===== src/hdl/wmrb_pkg.sv =====
package wmrb_pkg;

  typedef struct packed {
    logic [31:0] msg_time;
    logic [1:0]  msg_source;
    logic [15:0] msg_handle;
  } msg_t;

  typedef struct packed {
    logic [1:0]  status;
    logic [31:0] out_time;
    logic [1:0]  out_source;
    logic [15:0] out_handle;
    logic        last;
  } res_t;

  // one stored message held by a cell
  typedef struct packed {
    logic        valid;
    logic [31:0] tstamp;
    logic [1:0]  source;
    logic [15:0] handle;
  } entry_t;

  typedef enum logic [1:0] {
    CellHold,
    CellInsert,
    CellUpdate,
    CellPop
  } cell_op_e;

  typedef struct packed {
    cell_op_e op;
    msg_t     item;
  } cell_ctrl_t;

  localparam logic [1:0] StatusReleased = 2'd0;
  localparam logic [1:0] StatusLate     = 2'd1;
  localparam logic [1:0] StatusFull     = 2'd2;

endpackage


===== src/hdl/wmrb_cell.sv =====
// One slot of the sorted chain. Entries stay packed toward cell 0, oldest first.
module wmrb_cell (
  input  logic                clk_i,
  input  logic                rst_ni,
  input  wmrb_pkg::cell_ctrl_t ctrl_i,
  input  wmrb_pkg::entry_t    left_i,     // neighbor toward the head
  input  logic                left_gt_i,  // neighbor is past the insert point
  input  wmrb_pkg::entry_t    right_i,    // neighbor toward the tail
  output wmrb_pkg::entry_t    ent_o,
  output logic                gt_o,
  output logic                eq_o
);

  logic             valid_q, valid_d;
  logic [31:0]      tstamp_q, tstamp_d;
  logic [1:0]       source_q, source_d;
  logic [15:0]      handle_q, handle_d;

  assign gt_o = !valid_q || (tstamp_q > ctrl_i.item.msg_time);
  assign eq_o = valid_q && (tstamp_q == ctrl_i.item.msg_time);

  assign ent_o = '{valid: valid_q, tstamp: tstamp_q, source: source_q, handle: handle_q};

  always_comb begin
    valid_d  = valid_q;
    tstamp_d = tstamp_q;
    source_d = source_q;
    handle_d = handle_q;
    unique case (ctrl_i.op)
      wmrb_pkg::CellInsert: begin
        if (left_gt_i) begin
          valid_d  = left_i.valid;
          tstamp_d = left_i.tstamp;
          source_d = left_i.source;
          handle_d = left_i.handle;
        end else if (gt_o) begin
          valid_d  = 1'b1;
          tstamp_d = ctrl_i.item.msg_time;
          source_d = ctrl_i.item.msg_source;
          handle_d = ctrl_i.item.msg_handle;
        end
      end
      wmrb_pkg::CellUpdate: begin
        if (eq_o) begin
          source_d = ctrl_i.item.msg_source;
          handle_d = ctrl_i.item.msg_handle;
        end
      end
      wmrb_pkg::CellPop: begin
        valid_d  = right_i.valid;
        tstamp_d = right_i.tstamp;
        source_d = right_i.source;
        handle_d = right_i.handle;
      end
      default: ;
    endcase
  end

  always_ff @(posedge clk_i or negedge rst_ni) begin
    if (!rst_ni) begin
      valid_q <= 1'b0;
    end else begin
      valid_q <= valid_d;
    end
  end

  always_ff @(posedge clk_i) begin
    tstamp_q <= tstamp_d;
    source_q <= source_d;
    handle_q <= handle_d;
  end

endmodule


===== src/hdl/watermark_reorder_buffer.sv =====
// Channel  | handshake             | payload         | notes
// ---------+-----------------------+-----------------+-------------------------------
// input    | start / busy          | msg_i (msg_t)   | transfer at start && !busy
// result   | res_valid_o strobe    | res_o (res_t)   | one cycle, receiver cannot stall
// config   | psel/penable/pwrite   | pwdata / prdata | safe_delay at 0x0, pready tied 1
//
// An accepted message passes through the insert step (match, sorted insert,
// late or full check); busy stays high until idle again. When the watermark advances,
// the drain step follows: one released message per cycle popped off cell 0, or
// a single empty pass if nothing is due.
// Reset clears all valid bits, head and safe times and safe_delay at once.
// Results cannot be held off; busy is the only back-pressure, toward the sender.
module watermark_reorder_buffer #(
  parameter int DEPTH = 16
) (
  input  logic              clk_i,
  input  logic              rst_ni,
  // message input
  input  logic              start,
  output logic              busy,
  input  wmrb_pkg::msg_t    msg_i,
  // result output
  output logic              res_valid_o,
  output wmrb_pkg::res_t    res_o,
  // configuration port
  input  logic              psel,
  input  logic              penable,
  input  logic              pwrite,
  input  logic [2:0]        paddr,
  input  logic [31:0]       pwdata,
  output logic [31:0]       prdata,
  output logic              pready
);

  typedef enum logic [1:0] {
    StIdle,
    StInsert,
    StDrain
  } state_e;

  state_e               state_q;
  wmrb_pkg::msg_t       item_q;
  logic [31:0]          head_q;
  logic [31:0]          safe_q;
  logic [31:0]          delay_q;
  logic                 res_valid_q;
  wmrb_pkg::res_t       res_q;

  wmrb_pkg::cell_ctrl_t ctrl;
  wmrb_pkg::entry_t     ent   [DEPTH];
  logic                 gt    [DEPTH];
  logic                 eq    [DEPTH];

  logic                 any_match;
  logic                 full;
  logic                 late;
  logic [31:0]          mark;
  logic                 advance;
  logic                 head_due;
  logic                 next_due;

  // ---------------------------------------------------------------------------
  // Configuration
  // ---------------------------------------------------------------------------
  assign pready = 1'b1;
  assign prdata = (paddr[2] == 1'b0) ? delay_q : 32'd0;

  always_ff @(posedge clk_i or negedge rst_ni) begin
    if (!rst_ni) begin
      delay_q <= 32'd0;
    end else if (psel && penable && pwrite && pready && (paddr[2] == 1'b0)) begin
      delay_q <= pwdata;
    end
  end

  // ---------------------------------------------------------------------------
  // Cell chain: cell 0 holds the oldest stored message
  // ---------------------------------------------------------------------------
  always_comb begin
    any_match = 1'b0;
    for (int i = 0; i < DEPTH; i++) begin
      any_match = any_match | eq[i];
    end
  end

  assign full     = ent[DEPTH-1].valid;
  assign late     = item_q.msg_time < head_q;
  assign mark     = item_q.msg_time - delay_q;
  assign advance  = (item_q.msg_time > delay_q) && (mark > safe_q);
  assign head_due = ent[0].valid && (ent[0].tstamp <= safe_q);
  assign next_due = ent[1].valid && (ent[1].tstamp <= safe_q);

  always_comb begin
    ctrl.item = item_q;
    ctrl.op   = wmrb_pkg::CellHold;
    unique case (state_q)
      StInsert: begin
        if (late) begin
          ctrl.op = wmrb_pkg::CellHold;
        end else if (any_match) begin
          ctrl.op = wmrb_pkg::CellUpdate;
        end else if (!full) begin
          ctrl.op = wmrb_pkg::CellInsert;
        end
      end
      StDrain: begin
        if (head_due) begin
          ctrl.op = wmrb_pkg::CellPop;
        end
      end
      default: ;
    endcase
  end

  for (genvar g = 0; g < DEPTH; g++) begin : g_cell
    wmrb_pkg::entry_t left_ent;
    wmrb_pkg::entry_t right_ent;
    logic             left_gt;

    if (g == 0) begin : g_first
      assign left_ent = '0;
      assign left_gt  = 1'b0;
    end else begin : g_mid
      assign left_ent = ent[g-1];
      assign left_gt  = gt[g-1];
    end

    if (g == DEPTH - 1) begin : g_last
      assign right_ent = '0;
    end else begin : g_inner
      assign right_ent = ent[g+1];
    end

    wmrb_cell u_cell (
      .clk_i     (clk_i),
      .rst_ni    (rst_ni),
      .ctrl_i    (ctrl),
      .left_i    (left_ent),
      .left_gt_i (left_gt),
      .right_i   (right_ent),
      .ent_o     (ent[g]),
      .gt_o      (gt[g]),
      .eq_o      (eq[g])
    );
  end

  // ---------------------------------------------------------------------------
  // Sequencer and result register
  // ---------------------------------------------------------------------------
  assign busy        = (state_q != StIdle);
  assign res_valid_o = res_valid_q;
  assign res_o       = res_q;

  always_ff @(posedge clk_i) begin
    if (start && !busy) begin
      item_q <= msg_i;
    end
  end

  always_ff @(posedge clk_i or negedge rst_ni) begin
    if (!rst_ni) begin
      state_q     <= StIdle;
      head_q      <= 32'd0;
      safe_q      <= 32'd0;
      res_valid_q <= 1'b0;
      res_q       <= '0;
    end else begin
      res_valid_q <= 1'b0;
      unique case (state_q)
        StIdle: begin
          if (start) begin
            state_q <= StInsert;
          end
        end
        StInsert: begin
          if (late || (full && !any_match)) begin
            // rejected: echo the message back with its status
            res_valid_q      <= 1'b1;
            res_q.status     <= late ? wmrb_pkg::StatusLate : wmrb_pkg::StatusFull;
            res_q.out_time   <= item_q.msg_time;
            res_q.out_source <= item_q.msg_source;
            res_q.out_handle <= item_q.msg_handle;
            res_q.last       <= 1'b1;
            state_q          <= StIdle;
          end else if (advance) begin
            safe_q  <= mark;
            state_q <= StDrain;
          end else begin
            state_q <= StIdle;
          end
        end
        StDrain: begin
          if (head_due) begin
            res_valid_q      <= 1'b1;
            res_q.status     <= wmrb_pkg::StatusReleased;
            res_q.out_time   <= ent[0].tstamp;
            res_q.out_source <= ent[0].source;
            res_q.out_handle <= ent[0].handle;
            res_q.last       <= !next_due;
            head_q           <= ent[0].tstamp;
            if (!next_due) begin
              state_q <= StIdle;
            end
          end else begin
            state_q <= StIdle;
          end
        end
        default: state_q <= StIdle;
      endcase
    end
  end

`ifndef NO_ASSERTIONS
  // the first two cells stay sorted and packed toward the head
  assert property (@(posedge clk_i) disable iff (!rst_ni)
    ent[1].valid |-> (ent[0].valid && (ent[0].tstamp < ent[1].tstamp)))
    else $error("cell chain out of order");

  // releases only come out of the drain step
  assert property (@(posedge clk_i) disable iff (!rst_ni)
    (res_valid_o && (res_o.status == wmrb_pkg::StatusReleased)) |->
      $past(state_q == StDrain))
    else $error("release outside drain");

  // a release's time is taken over as the head time
  assert property (@(posedge clk_i) disable iff (!rst_ni)
    (res_valid_o && (res_o.status == wmrb_pkg::StatusReleased)) |->
      (res_o.out_time == head_q))
    else $error("head time not following release");

  // an accepted message is always in the insert step next
  assert property (@(posedge clk_i) disable iff (!rst_ni)
    (start && !busy) |=> (state_q == StInsert))
    else $error("accepted message lost");
`endif

endmodule

===== config.mk =====
export PLATFORM = sky130hd
export DESIGN_NAME = watermark_reorder_buffer
export DESIGN_NICKNAME = d
export VERILOG_FILES = /design/src/hdl/wmrb_pkg.sv /design/src/hdl/wmrb_cell.sv /design/src/hdl/watermark_reorder_buffer.sv
export SDC_FILE = /design/constraint.sdc
export NUM_CORES = 2
export LEC_CHECK = 0
export BUFFER_PORTS_ARGS = -buffer_cell sky130_fd_sc_hd__buf_2
export CAP_MARGIN = 25
export CORE_MARGIN = 2
export CORE_UTILIZATION = 56
export CTS_BUF_LIST = sky130_fd_sc_hd__clkbuf_2
export CTS_CLUSTER_DIAMETER = 30
export DETAILED_ROUTE_END_ITERATION = 16
export HOLD_SLACK_MARGIN = 0.06
export PLACE_DENSITY = 0.75
export REMOVE_ABC_BUFFERS = 1
export SETUP_SLACK_MARGIN = 0.3
export SLEW_MARGIN = 15
export SYNTH_ARGS = -nofsm -noshare
export SYNTH_HDL_FRONTEND = slang
export SYNTH_SLANG_ARGS = --single-unit

===== constraint.sdc =====
create_clock -name clk_i -period 8.19 [get_ports clk_i]
set_clock_uncertainty 0.1 [all_clocks]
set_input_delay 1.2285 -clock clk_i [delete_from_list [all_inputs] [get_ports clk_i]]
set_output_delay 1.2285 -clock clk_i [all_outputs]
set_load 0.03 [all_outputs]

==> summary.txt <==
Multi-input gate area -> 31900 um^2
CTS HTree Levels -> 5
Least-Margin Pin Slew -> 1.16 ns
CP Class -> flip-flop to flip-flop
Antenna-violating nets left -> 0
Slowest stage delay, CP -> 0.95 ns
Final setup violation count -> 0
Crit path capture type -> flip-flop
Total track usage -> 0.303
Grt ovf -> 0
Initial antenna violation count -> 6
Synth Register Bits -> 1018
Vias in the first global route -> 50770
Ys async rst share -> 0.165
Area leader, netlist -> edfxtp_1
Fin crit period -> 7.05 ns
DR iter-0 viols -> 5544
Initial Util -> 0.566
CP Buf/Inv Count -> 6
Maximum number of pins on one net before global-route repair -> 239
Detail Placement HPWL -> 128000 um
Routed wire per std cell -> 22.4 um
Final Hold Vio Count -> 0
Fin util -> 0.621
Fin. max-slew vios -> 0
VDD IR max -> 305 uV
Num ports -> 179
Die footprint -> 117000 um^2
Worst-Skew Late Latency -> 1.67 ns
Post-Syn Area -> 63700 um^2
Top post-synthesis cells by area -> edfxtp_1 40%, ha_1 13%, dfrtp_1 6.6%
Syn Inst Count -> 6058
Fillers -> 9095
Port Buf Inserts -> 175
DR vias/cell -> 6.31
Die height -> 341 um
Area growth from synthesis to final layout -> 9.77%
Post-cts resize count -> 0
Worst path required time -> 9.27 ns
Final Cycle Share -> 0.860
Crit path DAT -> 8.12 ns
Yosys cell types -> 90
Yosys warns -> 0
CTS Root Cell -> clkbuf_2
TritonCTS Buffers -> 299
Setup total negative slack -> 0 ns
Die width -> 341 um
Fraction of layout cells with a size suffix above 1 -> 0.148
Critical path, cell by cell -> inv_1, buf_4, ha_1, nand4_1, nor4_1, nand3_1, o2111ai_1, nor4_2, a41oi_2, nand2b_1, inv_2, buf_4, o31ai_1, inv_1, buf_4
Reg clk slew, reported paths -> 0.11 ns
EDFF count, synth -> 850
Drt pass-1 iters -> 6
CP delay by family, top -> buffers and inverters
Worst path depth -> 15
Crit path max fanout -> 59
Post-synth top area share -> 0.401
Status -> finished clean
First-pass GRT wire length -> 279000 um
Clock sink count -> 1018
CTS tree -> built
Syn Area/Cell -> 10.5 um^2
Max-cap violation count -> 0
Core Region -> 113000 um^2
Storage element area -> 29700 um^2
Slowest cell on the critical path -> edfxtp_1
Hold Path Cell Cnt -> 2
F_max -> 142 MHz
Gpl congestion -> 0.938
Min-Delay Path Class -> input pin to flip-flop
Crit path top cell by count -> buf_4
Routed WL -> 182000 um
Sequential fraction of the synthesis area -> 0.467
Residual DRC -> 0
Primary FF master, synth -> edfxtp_1
P per Cell Area -> 298 nW/um^2
Max clock buf depth -> 4
Routed vias -> 51161
Slew headroom -> 0.220
RSZ-0062 raised after global routing -> no
FF-to-FF path depth -> 15
Critical path startpoint category -> flip-flop
LEAKAGE -> 28.5 nW
# rows -> 123
Net count, final -> 7177
==> metrics by stage <==
step                      total power [mW]  hold WS [ns]  instance area, um^2  cells  setup WS [ns]
final                                 20.9         0.235                69900   8113           1.14
after global routing                  22.1         0.136                69900   8113           1.05
after CTS                             20.7        0.0613                69800   8099           1.26
after detailed placement              16.9         0.392                66100   7490           1.38
after global placement                16.4         0.387                66000   7481           1.43
after floorplan                       14.6         0.380                62100   5700         -36.12
==> cell usage in the layout (no fill, tap or decap), drive strengths merged, types with 44 or more instances in the layout <==
cell         Yosys  routed
mux2           134     134
nand2          824     824
nor2           205     205
a21o           131     131
o21ai          915     915
clkbuf         231     433
ha             674     674
nor2b           44      44
a22oi          221     221
edfxtp         850     850
dlygate4sd3      0     111
a21oi          311     311
inv            183     189
nand3           55      55
dfrtp          168     168
buf            127     297
nor3            47      47
clkinv           1      60
nand4          143     143
mux2i          385     385
==> worst register-to-register path, cell delays in order (launching register included) <==
cell,delay [ns]
edfxtp_1,0.95
inv_1,0.53
buf_4,0.36
ha_1,0.32
nand4_1,0.21
nor4_1,0.15
nand3_1,0.37
o2111ai_1,0.29
nor4_2,0.79
a41oi_2,0.22
nand2b_1,0.49
inv_2,0.34
buf_4,0.78
o31ai_1,0.23
inv_1,0.10
buf_4,0.40
==> sequential cells by signal, indices dropped and copies added, names as in the netlist <==
name / count
g_cell.u_cell.tstamp_q: 512
g_cell.u_cell.handle_q: 256
res_o: 53
ctrl: 50
delay_q: 32
g_cell.u_cell.source_q: 32
head_q: 32
safe_q: 32
g_cell.u_cell.valid_q: 16
state_q: 2
res_valid_o: 1
==> timing repair <==
action	in CTS	in global routing
endpoints found under the hold margin	198	39
hold buffers	110	1
buffers inserted	0	0
==> synth_stat cells (22+ instances only) <==
cell type	number
nor2_1	204
mux2_4	28
edfxtp_1	850
o21a_1	29
o211ai_1	35
a22oi_1	211
nor4_1	27
nand2_1	824
nand3_1	55
ha_1	674
o21ai_0	789
clkbuf_1	223
buf_2	78
dfrtp_1	168
buf_1	22
mux2i_1	385
nand4_1	142
a21o_1	131
a21oi_1	309
mux2_2	106
nor2b_1	44
nor3_1	45
o21ai_1	124
inv_1	182
a211oi_1	22
==> routing by layer <==
| metal | GRT usage | routed length, um |
|---|---|---|
| met1 | 0.391 | 73400 |
| met2 | 0.500 | 87000 |
| met3 | 0.0509 | 14200 |
| met4 | 0.143 | 6970 |
| met5 | 0 | 36 |
==> cell type report <==
cell class              count  area share
diodes                      4    0.000143
clock inverters            68     0.00508
clock buffers             431      0.0308
flip-flops and latches   1018       0.425
multi-input cells        4498       0.457
well taps                1500      0.0268
repair buffers            410      0.0456
inverters                 184     0.00987
==> kinds of logic after synthesis <==
family	count (synthesis)	share of synthesized area
xor+xnor	30	0.00412
fa+ha+maj	675	0.133
mux	519	0.0858
compound gates	1835	0.172
other cells	1	0.0000588
flops	1018	0.467
buf+inv	542	0.0370
simple gates	1438	0.102
==> where the power goes <==
part           leakage (nW)  internal (mW)  switching, mW
clock network          1.99           1.49           2.30
registers              9.74           7.04          0.777
logic                  16.8           3.60           5.66
==> final timing paths <==
kind | endpoint | start | slack [ns]
min | ctrl[27]$_DFFE_PP_ | msg_i[27] | 0.23
max in group asynchronous | res_o[23]$_DFFE_PN0P_ | rst_ni | 5.87
min reg2reg | res_o[7]$_DFFE_PN0P_ | res_o[7]$_DFFE_PN0P_ | 0.41
max | g_cell[10].u_cell.tstamp_q[21]$_DFFE_PP_ | ctrl[46]$_DFFE_PP_ | 1.14
max reg2reg | g_cell[10].u_cell.tstamp_q[21]$_DFFE_PP_ | ctrl[46]$_DFFE_PP_ | 1.14
min in group asynchronous | safe_q[29]$_DFFE_PN0N_ | rst_ni | 0.56
Note: power is estimated with default switching activity, not from simulation.
